[src/sv/rid_pkg.sv]
package rid_pkg;

  localparam int BUCKETS  = 1024;
  localparam int WAYS     = 4;
  localparam int SLOTS    = BUCKETS * WAYS;

  localparam int ID_W     = 22;
  localparam int TIME_W   = 32;
  localparam int WIN_W    = 16;
  localparam int ACT_W    = 2;

  localparam int BUCKET_W = $clog2(BUCKETS);
  localparam int SLOT_W   = $clog2(SLOTS);
  localparam int WAY_CW   = $clog2(WAYS + 1);

  localparam logic [WIN_W-1:0] WINDOW_RESET = WIN_W'(5);

  localparam int APB_ADDR_W = 3;
  localparam int APB_DATA_W = 32;
  localparam int REG_IDX_W  = APB_ADDR_W - 2;
  localparam logic [REG_IDX_W-1:0] REG_WINDOW = REG_IDX_W'(0);

  localparam logic [ACT_W-1:0] ACT_SUPPRESS = ACT_W'(0);
  localparam logic [ACT_W-1:0] ACT_REFRESH  = ACT_W'(1);
  localparam logic [ACT_W-1:0] ACT_INSERT   = ACT_W'(2);
  localparam logic [ACT_W-1:0] ACT_EVICT    = ACT_W'(3);

  typedef struct packed {
    logic [ID_W-1:0]   process_id;
    logic [TIME_W-1:0] now_seconds;
  } in_item_t;

  typedef struct packed {
    logic             is_recent;
    logic [ACT_W-1:0] action;
  } out_item_t;

  typedef struct packed {
    logic              valid;
    logic [ID_W-1:0]   id;
    logic [TIME_W-1:0] stamp;
  } entry_t;

  typedef struct packed {
    logic              en;
    logic [SLOT_W-1:0] addr;
    entry_t            data;
  } tbl_wr_t;

  typedef struct packed {
    logic [TIME_W-1:0] age;
    logic              below_window;
    logic              older;
  } age_res_t;

endpackage

[src/sv/rid_age_unit.sv]
module rid_age_unit (
  input  logic [rid_pkg::TIME_W-1:0] now_seconds,
  input  logic [rid_pkg::TIME_W-1:0] stamp,
  input  logic [rid_pkg::WIN_W-1:0]  window,
  input  logic [rid_pkg::TIME_W-1:0] old_age,
  output rid_pkg::age_res_t          res
);
  import rid_pkg::*;

  logic [TIME_W-1:0] age;

  // age wraps modulo 2^32, so a stamp ahead of now looks very old
  assign age              = now_seconds - stamp;
  assign res.age          = age;
  assign res.below_window = age < TIME_W'(window);
  assign res.older        = age > old_age;

endmodule

[src/sv/rid_ctrl.sv]
module rid_ctrl (
  input  logic                        clk,
  input  logic                        rst,
  input  logic                        in_valid,
  output logic                        in_stall,
  input  rid_pkg::in_item_t           in_item,
  output logic                        out_valid,
  input  logic                        out_stall,
  output rid_pkg::out_item_t          out_item,
  input  logic [rid_pkg::WIN_W-1:0]   window,
  output rid_pkg::tbl_wr_t            tbl_wr,
  output logic [rid_pkg::SLOT_W-1:0]  rd_addr,
  input  rid_pkg::entry_t             rd_data
);
  import rid_pkg::*;

  typedef enum logic [2:0] {
    ST_CLEAR,
    ST_IDLE,
    ST_SCAN,
    ST_WRITE,
    ST_DONE
  } state_t;

  state_t             state;
  logic [SLOT_W-1:0]  clr_addr;
  logic [ID_W-1:0]    id_reg;
  logic [TIME_W-1:0]  now_reg;
  logic [WAY_CW-1:0]  cnt;
  logic               have_hit;
  logic               hit_recent;
  logic [WAY_CW-1:0]  hit_way;
  logic               have_free;
  logic [WAY_CW-1:0]  free_way;
  logic               have_old;
  logic [WAY_CW-1:0]  old_way;
  logic [TIME_W-1:0]  old_age;

  logic [BUCKET_W-1:0] bucket;
  logic [SLOT_W-1:0]   base;
  logic [WAY_CW-1:0]   eval_way;
  logic [WAY_CW-1:0]   wr_way;
  logic                hit;
  logic [ACT_W-1:0]    act;
  age_res_t            age_res;

  rid_age_unit u_age (
    .now_seconds (now_reg),
    .stamp       (rd_data.stamp),
    .window      (window),
    .old_age     (old_age),
    .res         (age_res)
  );

  assign bucket   = BUCKET_W'(id_reg % ID_W'(BUCKETS));
  assign base     = SLOT_W'(bucket) * SLOT_W'(WAYS);
  assign rd_addr  = base + SLOT_W'(cnt);
  assign eval_way = cnt - WAY_CW'(1);
  assign hit      = rd_data.valid && (rd_data.id == id_reg);
  assign in_stall = (state != ST_IDLE);

  always_comb begin
    priority if (have_hit) begin
      wr_way = hit_way;
      act    = hit_recent ? ACT_SUPPRESS : ACT_REFRESH;
    end else if (have_free) begin
      wr_way = free_way;
      act    = ACT_INSERT;
    end else begin
      wr_way = old_way;
      act    = ACT_EVICT;
    end
  end

  always_comb begin
    tbl_wr = '0;
    if (state == ST_CLEAR) begin
      tbl_wr.en   = 1'b1;
      tbl_wr.addr = clr_addr;
    end else if (state == ST_WRITE) begin
      tbl_wr.en         = !(have_hit && hit_recent);
      tbl_wr.addr       = base + SLOT_W'(wr_way);
      tbl_wr.data.valid = 1'b1;
      tbl_wr.data.id    = id_reg;
      tbl_wr.data.stamp = now_reg;
    end
  end

  always_ff @(posedge clk) begin
    if (rst) begin
      state     <= ST_CLEAR;
      clr_addr  <= '0;
      out_valid <= 1'b0;
    end else begin
      // ST_DONE loads the output register itself
      if (out_valid && !out_stall && state != ST_DONE) begin
        out_valid <= 1'b0;
      end
      unique case (state)
        ST_CLEAR: begin
          clr_addr <= clr_addr + SLOT_W'(1);
          if (clr_addr == SLOT_W'(SLOTS - 1)) begin
            state <= ST_IDLE;
          end
        end
        ST_IDLE: begin
          if (in_valid) begin
            id_reg    <= in_item.process_id;
            now_reg   <= in_item.now_seconds;
            cnt       <= '0;
            have_hit  <= 1'b0;
            have_free <= 1'b0;
            have_old  <= 1'b0;
            state     <= ST_SCAN;
          end
        end
        ST_SCAN: begin
          // issue way cnt, judge way cnt-1 whose data has just come back
          cnt <= cnt + WAY_CW'(1);
          if (cnt != '0 && !have_hit) begin
            priority if (hit) begin
              have_hit   <= 1'b1;
              hit_recent <= age_res.below_window;
              hit_way    <= eval_way;
            end else if (!rd_data.valid) begin
              if (!have_free) begin
                have_free <= 1'b1;
                free_way  <= eval_way;
              end
            end else begin
              if (!have_old || age_res.older) begin
                have_old <= 1'b1;
                old_age  <= age_res.age;
                old_way  <= eval_way;
              end
            end
          end
          if (cnt == WAY_CW'(WAYS)) begin
            state <= ST_WRITE;
          end
        end
        ST_WRITE: begin
          state <= ST_DONE;
        end
        ST_DONE: begin
          // hold the result until the output register is free
          if (!out_valid || !out_stall) begin
            out_valid          <= 1'b1;
            out_item.is_recent <= have_hit && hit_recent;
            out_item.action    <= act;
            state              <= ST_IDLE;
          end
        end
        default: begin
          state <= ST_IDLE;
        end
      endcase
    end
  end

  a_accept_scan: assert property (@(posedge clk) disable iff (rst)
    (in_valid && !in_stall) |=> (state == ST_SCAN))
    else $error("accepted item did not start a scan");

  a_suppress_no_write: assert property (@(posedge clk) disable iff (rst)
    (state == ST_WRITE && have_hit && hit_recent) |-> !tbl_wr.en)
    else $error("suppressed item wrote the table");

  a_recent_action: assert property (@(posedge clk) disable iff (rst)
    out_valid |-> (out_item.is_recent == (out_item.action == ACT_SUPPRESS)))
    else $error("is_recent disagrees with action");

  a_full_has_victim: assert property (@(posedge clk) disable iff (rst)
    (state == ST_WRITE && !have_hit && !have_free) |-> have_old)
    else $error("full bucket without an eviction candidate");

endmodule

[config.mk]
export PLATFORM = sky130hd
export DESIGN_NAME = rid_ctrl
export DESIGN_NICKNAME = d
export VERILOG_FILES = /design/src/sv/rid_pkg.sv /design/src/sv/rid_age_unit.sv /design/src/sv/rid_ctrl.sv
export SDC_FILE = /design/constraint.sdc
export NUM_CORES = 1
export LEC_CHECK = 0
export ABC_AREA = 0
export BUFFER_PORTS_ARGS = -buffer_cell sky130_fd_sc_hd__buf_2
export CORE_ASPECT_RATIO = 1.75
export CORE_UTILIZATION = 35
export CTS_BUF_LIST = sky130_fd_sc_hd__clkbuf_8
export CTS_CLUSTER_DIAMETER = 40
export DETAILED_ROUTE_END_ITERATION = 6
export GPL_ROUTABILITY_DRIVEN = 0
export HOLD_SLACK_MARGIN = 0.05
export PLACE_DENSITY = 0.59
export SKIP_CTS_REPAIR_TIMING = 1
export SLEW_MARGIN = 20
export SYNTH_ARGS = -nofsm -noshare
export SYNTH_HDL_FRONTEND = slang
export SYNTH_SLANG_ARGS = --single-unit
[constraint.sdc]
create_clock -name clk -period 7.6 [get_ports clk]
set_input_delay 0.76 -clock clk [delete_from_list [all_inputs] [get_ports clk]]
set_output_delay 0.76 -clock clk [all_outputs]
set_load 0.1 [all_outputs]
==> flow_metrics.py, run 1 <==
metrics = {
    "sta": {
        "finalHoldViolCount": 0,
        "slew_viol_final": 0,
        "finalCritPeriodShare_pct": 64.2,
        "fmax_mhz": 205,
        "min_period_ns": 4.88,
        "worst_pin_slew_ns": 0.989,
        "skew_ns": 0.0135,
        "rsz0062_at_grt": "false",
        "tns_ns": 0,
        "slew_headroom_pct": 33.9,
        "final-setup-viol-count": 0,
    },
    "cts": {
        "cts_buffers": 17,
        "cts_tree": "done",
        "clk_latency_ns": 0.45,
        "clkSinkCount": 121,
        "cts.path.max_buffers": 2,
        "path_clk_slew_ns": 0.08,
        "ctsHtreeMaxLevel": 4,
        "cts-root-buf": "clkbuf_8",
    },
    "run": {
        "maxCapViolations": 0,
    },
    "global_routing": {
        "groute.usage.overall_pct": 18.0,
        "grt_max_degree": 46,
        "grt_first_pass_wirelength_mm": 35.1,
        "grt-ovfl-total": 0,
        "antenna_found_initial": 0,
        "grt_pass1_vias": 6994,
    },
    "layout": {
        "layout-drive-gt1-share_pct": 25.6,
        "diodes": 0,
        "final_nets": 1284,
        "fin_area_sq_mm": 0.0103,
        "final.fill_count": 2429,
        "areaGrowthSynthToFinish_pct": 20.6,
    },
    "synthesis": {
        "synth-seq-area-share_pct": 40.8,
        "synth_seq_cells": 121,
        "synth_top_cell_by_area": "edfxtp_1",
        "syn_inst": 866,
        "yosys_warnings": 0,
        "ys_async_sr_fraction_pct": 0,
        "synth_ff_type": "edfxtp_1",
        "synth_cell_type_count": 72,
        "yosysTopAreaCellShare_pct": 37.1,
        "syn_avg_cell_area_sq_um": 9.82,
        "synth_enable_flop_cells": 105,
        "synthTopCellsByArea": "edfxtp_1 (37%), ha_1 (13%), inv_1 (4.5%), and2_1 (4.2%), xnor2_1 (4.1%)",
        "synth.most_common_cell": "edfxtp_1",
        "syn_nets": 1082,
        "syn_area_sq_mm": 0.00850,
        "synth_common_cells": "edfxtp_1 (105), inv_1 (102), ha_1 (86)",
    },
    "worst_setup_path": {
        "critical_path_class": "primary input to flop",
        "cp_cell_sequence": "buf_2, ha_1, fa_1, nor2b_4, or2_4, a221oi_4, o2111ai_2, a21oi_4, o21a_4, o311ai_0, ha_1, nand4_1, nor2_1, nand2_1, o221ai_1, nand2_1, nor2_4",
        "crit_family": "compound AO/OA/AOI/OAI gates",
        "cp-start-kind": "primary input",
        "cp_data_required_time_ns": 7.67,
        "worstPathMaxFanout": 35,
        "path_buf_inv": 1,
        "max_stage_delay_ns": 0.76,
        "worst_ep_arrival_time_ns": 4.95,
        "worstSetupEndpointType": "flop",
        "cp_slowest_cell": "nor2_4",
    },
    "die": {
        "rows": 75,
        "start_util_pct": 35.5,
        "die_h_microns": 208,
        "die_area_sq_mm": 0.0249,
        "ioPinCount": 214,
        "die_x_microns": 120,
        "fp.coreArea_sq_mm": 0.0239,
    },
    "route": {
        "ant_nets": 0,
        "drt_iter0_markers": 231,
        "num_vias": 6927,
        "highest-signal-layer": "met4",
        "routed_wl_mm": 22.0,
        "wl_met2_mm": 12.2,
        "firstDrtPassIters": 4,
        "routedWlPerCell_microns": 15.9,
        "via_per_inst": 4.99,
        "routed-wl-met3_microns": 587,
        "wl_met1_mm": 8.69,
        "remaining_drc_errors": 0,
    },
    "min_path": {
        "hold_path_class": "primary input to flop",
    },
    "place": {
        "portBuffers": 213,
        "dp_hpwl_mm": 17.4,
        "placed_area_sq_mm": 0.00984,
    },
    "power": {
        "total_power_mw": 2.08,
        "max-vdd-ir-drop_mv": 0.104,
        "powerDensity_mw_per_mm2": 203,
        "p_leak_nw": 4.77,
    },
    "run_status": {
        "outcome": "complete, no violations",
    },
}
-- worst reg2reg max path: cells and delay by family (launching register included) --
kind	cells	cell delay (ns)
and+or+nand+nor	7	1.50
DFF	1	0.36
AOI/OAI and AO/OA	6	1.66
buffers and inverters	1	0.05
adders and majority gates	3	0.89
-- worst paths after layout --
kind / from / endpoint / slack [ns] / cells past startpoint
worst min register to register: clr_addr[5] / clr_addr[5] / 0.52 / 2
worst max-delay path: rd_data[0] / old_age[12] / 2.72 / 17
worst min-delay path: in_item[40] / id_reg[8] / 0.48 / 1
worst max register to register: now_reg[0] / old_age[12] / 2.74 / 17
-- report_power, final --
group | switching (mW) | internal [mW] | leakage, nW | total (mW)
clock | 0.293 | 0.325 | 0.208 | 0.618
combinational | 0.446 | 0.219 | 3.48 | 0.665
sequential | 0.0317 | 0.769 | 1.08 | 0.801
-- placed cells by master, fill, tap and decap left out, drive strengths merged, types with 36 or more instances in the layout --
master and n:
ha 86, inv 106, nand2 49, a21oi 55, buf 216, nor2 55, xor2 36, and2 57
edfxtp 105, xnor2 40
-- metrics by stage --
step / instances / utilization [%] / setup slack, ns / hold slack [ns]
2_1_floorplan: 866 / - / 2.06 / 0.471
3_3_place_gp: 1357 / 41.1 / 2.32 / 0.494
3_5_place_dp: 1357 / 41.1 / 2.19 / 0.503
4_1_cts: 1389 / 42.8 / 2.63 / 0.439
5_1_grt: 1389 / 42.8 / 2.43 / 0.440
6_report: 1389 / 42.8 / 2.72 / 0.475
-- cell type report --
type / instances / area, sq um / share of cell area [%]
sequential: 121 / 3470 / 33.9
multi-input combinational: 610 / 4510 / 44.0
timing repair buffer: 216 / 1090 / 10.6
clock inverter: 15 / 176 / 1.72
clock buffer: 17 / 234 / 2.28
tap: 308 / 385 / 3.76
inverter: 102 / 383 / 3.73
-- cell families (layout without fill, tap and decap cells) --
logic type	count (synthesis)	after routing	share of synthesized area [%]
and+or+nand+nor	262	262	16.6
DFF	121	121	40.8
AOI/OAI and AO/OA	179	179	14.8
muxes	6	6	0.721
xor gates and xnor gates	76	76	7.83
buffers and inverters	135	350	6.36
adders and majority gates	87	87	12.9
-- metal layers --
layer,GRT usage [%],vias to the layer above
met3,2.63,35
met2,34.7,142
li1,-,3474
met1,19.2,3276
met4,7.24,0
met5,0,-
Note: power is estimated with default switching activity, not from simulation.
==> inputs of run 2 (changes only) <==
Settings changed: PLACE_DENSITY 0.59 to 0.62.
Clock period 7.6 ns to 3.95 ns, I/O delays scaled along.
==> flow_metrics.py, run 2 (synthesized netlist as in run 1, its figures left out) <==
metrics = {
    "run_status": {
        "outcome": "finished, violations left",
        "violations": "design-rule violations, negative setup slack",
    },
    "cts": {
        "path_clk_slew_ns": 0.08,
        "cts.path.max_buffers": 2,
        "cts_buffers": 17,
        "cts-root-buf": "clkbuf_8",
        "clk_latency_ns": 0.49,
        "clkSinkCount": 121,
        "ctsHtreeMaxLevel": 4,
        "cts_tree": "done",
    },
    "layout": {
        "final_cell_mix": "buf_2 (213), buf_4 (153), edfxtp_1 (105), inv_1 (101), ha_1 (71)",
        "areaGrowthSynthToFinish_pct": 38.5,
        "final_nets": 1442,
        "final_common_cell": "buf_2",
        "layout-drive-gt1-share_pct": 38.3,
    },
    "global_routing": {
        "grt_pass1_vias": 7559,
        "antenna_found_initial": 1,
        "grt-ovfl-total": 0,
        "groute.usage.overall_pct": 19.2,
        "grt_max_degree": 42,
        "grt_first_pass_wirelength_mm": 36.8,
    },
    "route": {
        "routed_wl_mm": 24.0,
        "via_per_inst": 4.84,
        "ant_nets": 0,
        "num_vias": 7490,
        "drt_iter0_markers": 341,
        "firstDrtPassIters": 7,
        "routedWlPerCell_microns": 15.5,
        "remaining_drc_errors": 2,
    },
    "power": {
        "p_leak_nw": 5.53,
        "max-vdd-ir-drop_mv": 0.223,
        "total_power_mw": 4.14,
        "powerDensity_mw_per_mm2": 352,
    },
    "worst_setup_path": {
        "cp_data_required_time_ns": 4.15,
        "worstPathMaxFanout": 8,
        "cp_cell_sequence": "inv_2, ha_4, fa_2, nor2b_4, or2_4, a221oi_4, o2111ai_2, a21oi_4, o21a_4, buf_6, o211ai_4, ha_4, nand4_1, nor2_2, nand2_2, o221ai_2, nand2_2, nor2_4, clkbuf_16",
        "cp-start-kind": "flop",
        "max_stage_delay_ns": 0.42,
        "worstSetupEndpointType": "flop",
        "cp_slowest_cell": "edfxtp_1",
        "worst_ep_arrival_time_ns": 4.33,
        "critical_path_class": "flop to flop",
    },
    "sta": {
        "fmax_mhz": 242,
        "rsz0062_at_grt": "true",
        "worst_slack_ns": -0.182,
        "finalCritPeriodShare_pct": 105,
        "slew_headroom_pct": 48.7,
        "skew_ns": 0.0150,
        "final-setup-viol-count": 36,
        "worst_pin_slew_ns": 0.769,
        "slew_viol_final": 0,
        "finalHoldViolCount": 0,
        "min_period_ns": 4.13,
        "whs_ns": 0.0798,
    },
    "place": {
        "dp_hpwl_mm": 18.8,
        "portBuffers": 213,
    },
    "die": {
        "die_area_sq_mm": 0.0249,
        "fp.coreArea_sq_mm": 0.0239,
        "die_h_microns": 208,
        "start_util_pct": 35.5,
        "die_x_microns": 120,
        "ioPinCount": 214,
        "rows": 75,
    },
    "run": {
        "maxCapViolations": 0,
    },
    "min_path": {
        "hold_path_class": "primary input to flop",
    },
}
==> run 2: power breakdown <==
part,switching (mW),internal (mW)
combinational,0.949,0.657
clock,0.570,0.427
sequential,0.0616,1.48
==> run 2: final timing paths <==
| check | from | endpoint | slack [ns] | cells past startpoint |
|---|---|---|---|---|
| max | now_reg[0] | old_way[0] | -0.18 | 19 |
| min reg2reg | clr_addr[5] | clr_addr[5] | 0.52 | 2 |
| min | in_item[30] | now_reg[30] | 0.08 | 1 |
| max reg2reg | now_reg[0] | old_way[0] | -0.18 | 19 |
==> run 2: per-stage QoR <==
step	TNS (ns)	cell area, sq um	utilization, %	worst slack, ns	std cells
2_1_floorplan	0	8600	-	0.00175	866
4_1_cts	-28.26	11300	47.4	-0.802	1531
6_report	-4.78	11800	49.2	-0.182	1548
3_5_place_dp	-29.93	11000	46.0	-0.841	1499
5_1_grt	-11.28	11800	49.2	-0.362	1548
3_3_place_gp	-28.49	11000	46.0	-0.799	1499
==> run 2: layout make-up <==
type / instances / area [sq um]
fillers: 2279 / 12100
multi-input cells: 611 / 4880
flip-flops and latches: 121 / 3470
repair buffers: 373 / 2320
well taps: 308 / 385
inverters: 102 / 383
clock buffers: 17 / 234
clock inverters: 15 / 103
diodes: 1 / 2.50
==> run 2: critical path, delay by kind of cell (launching register included) <==
kind	cells	cell delay (ns)
AOI/OAI and AO/OA	6	1.30
and+or+nand+nor	7	1.07
adders and majority gates	3	0.65
DFF	1	0.42
buffers and inverters	3	0.41
==> run 2: per-layer routing <==
metal	vias up	global-route usage, %	routed length, microns
met2	182	37.2	13400
met5	-	0	0
met3	43	2.85	772
met4	0	8.84	662
met1	3479	19.8	9200
li1	3786	-	-
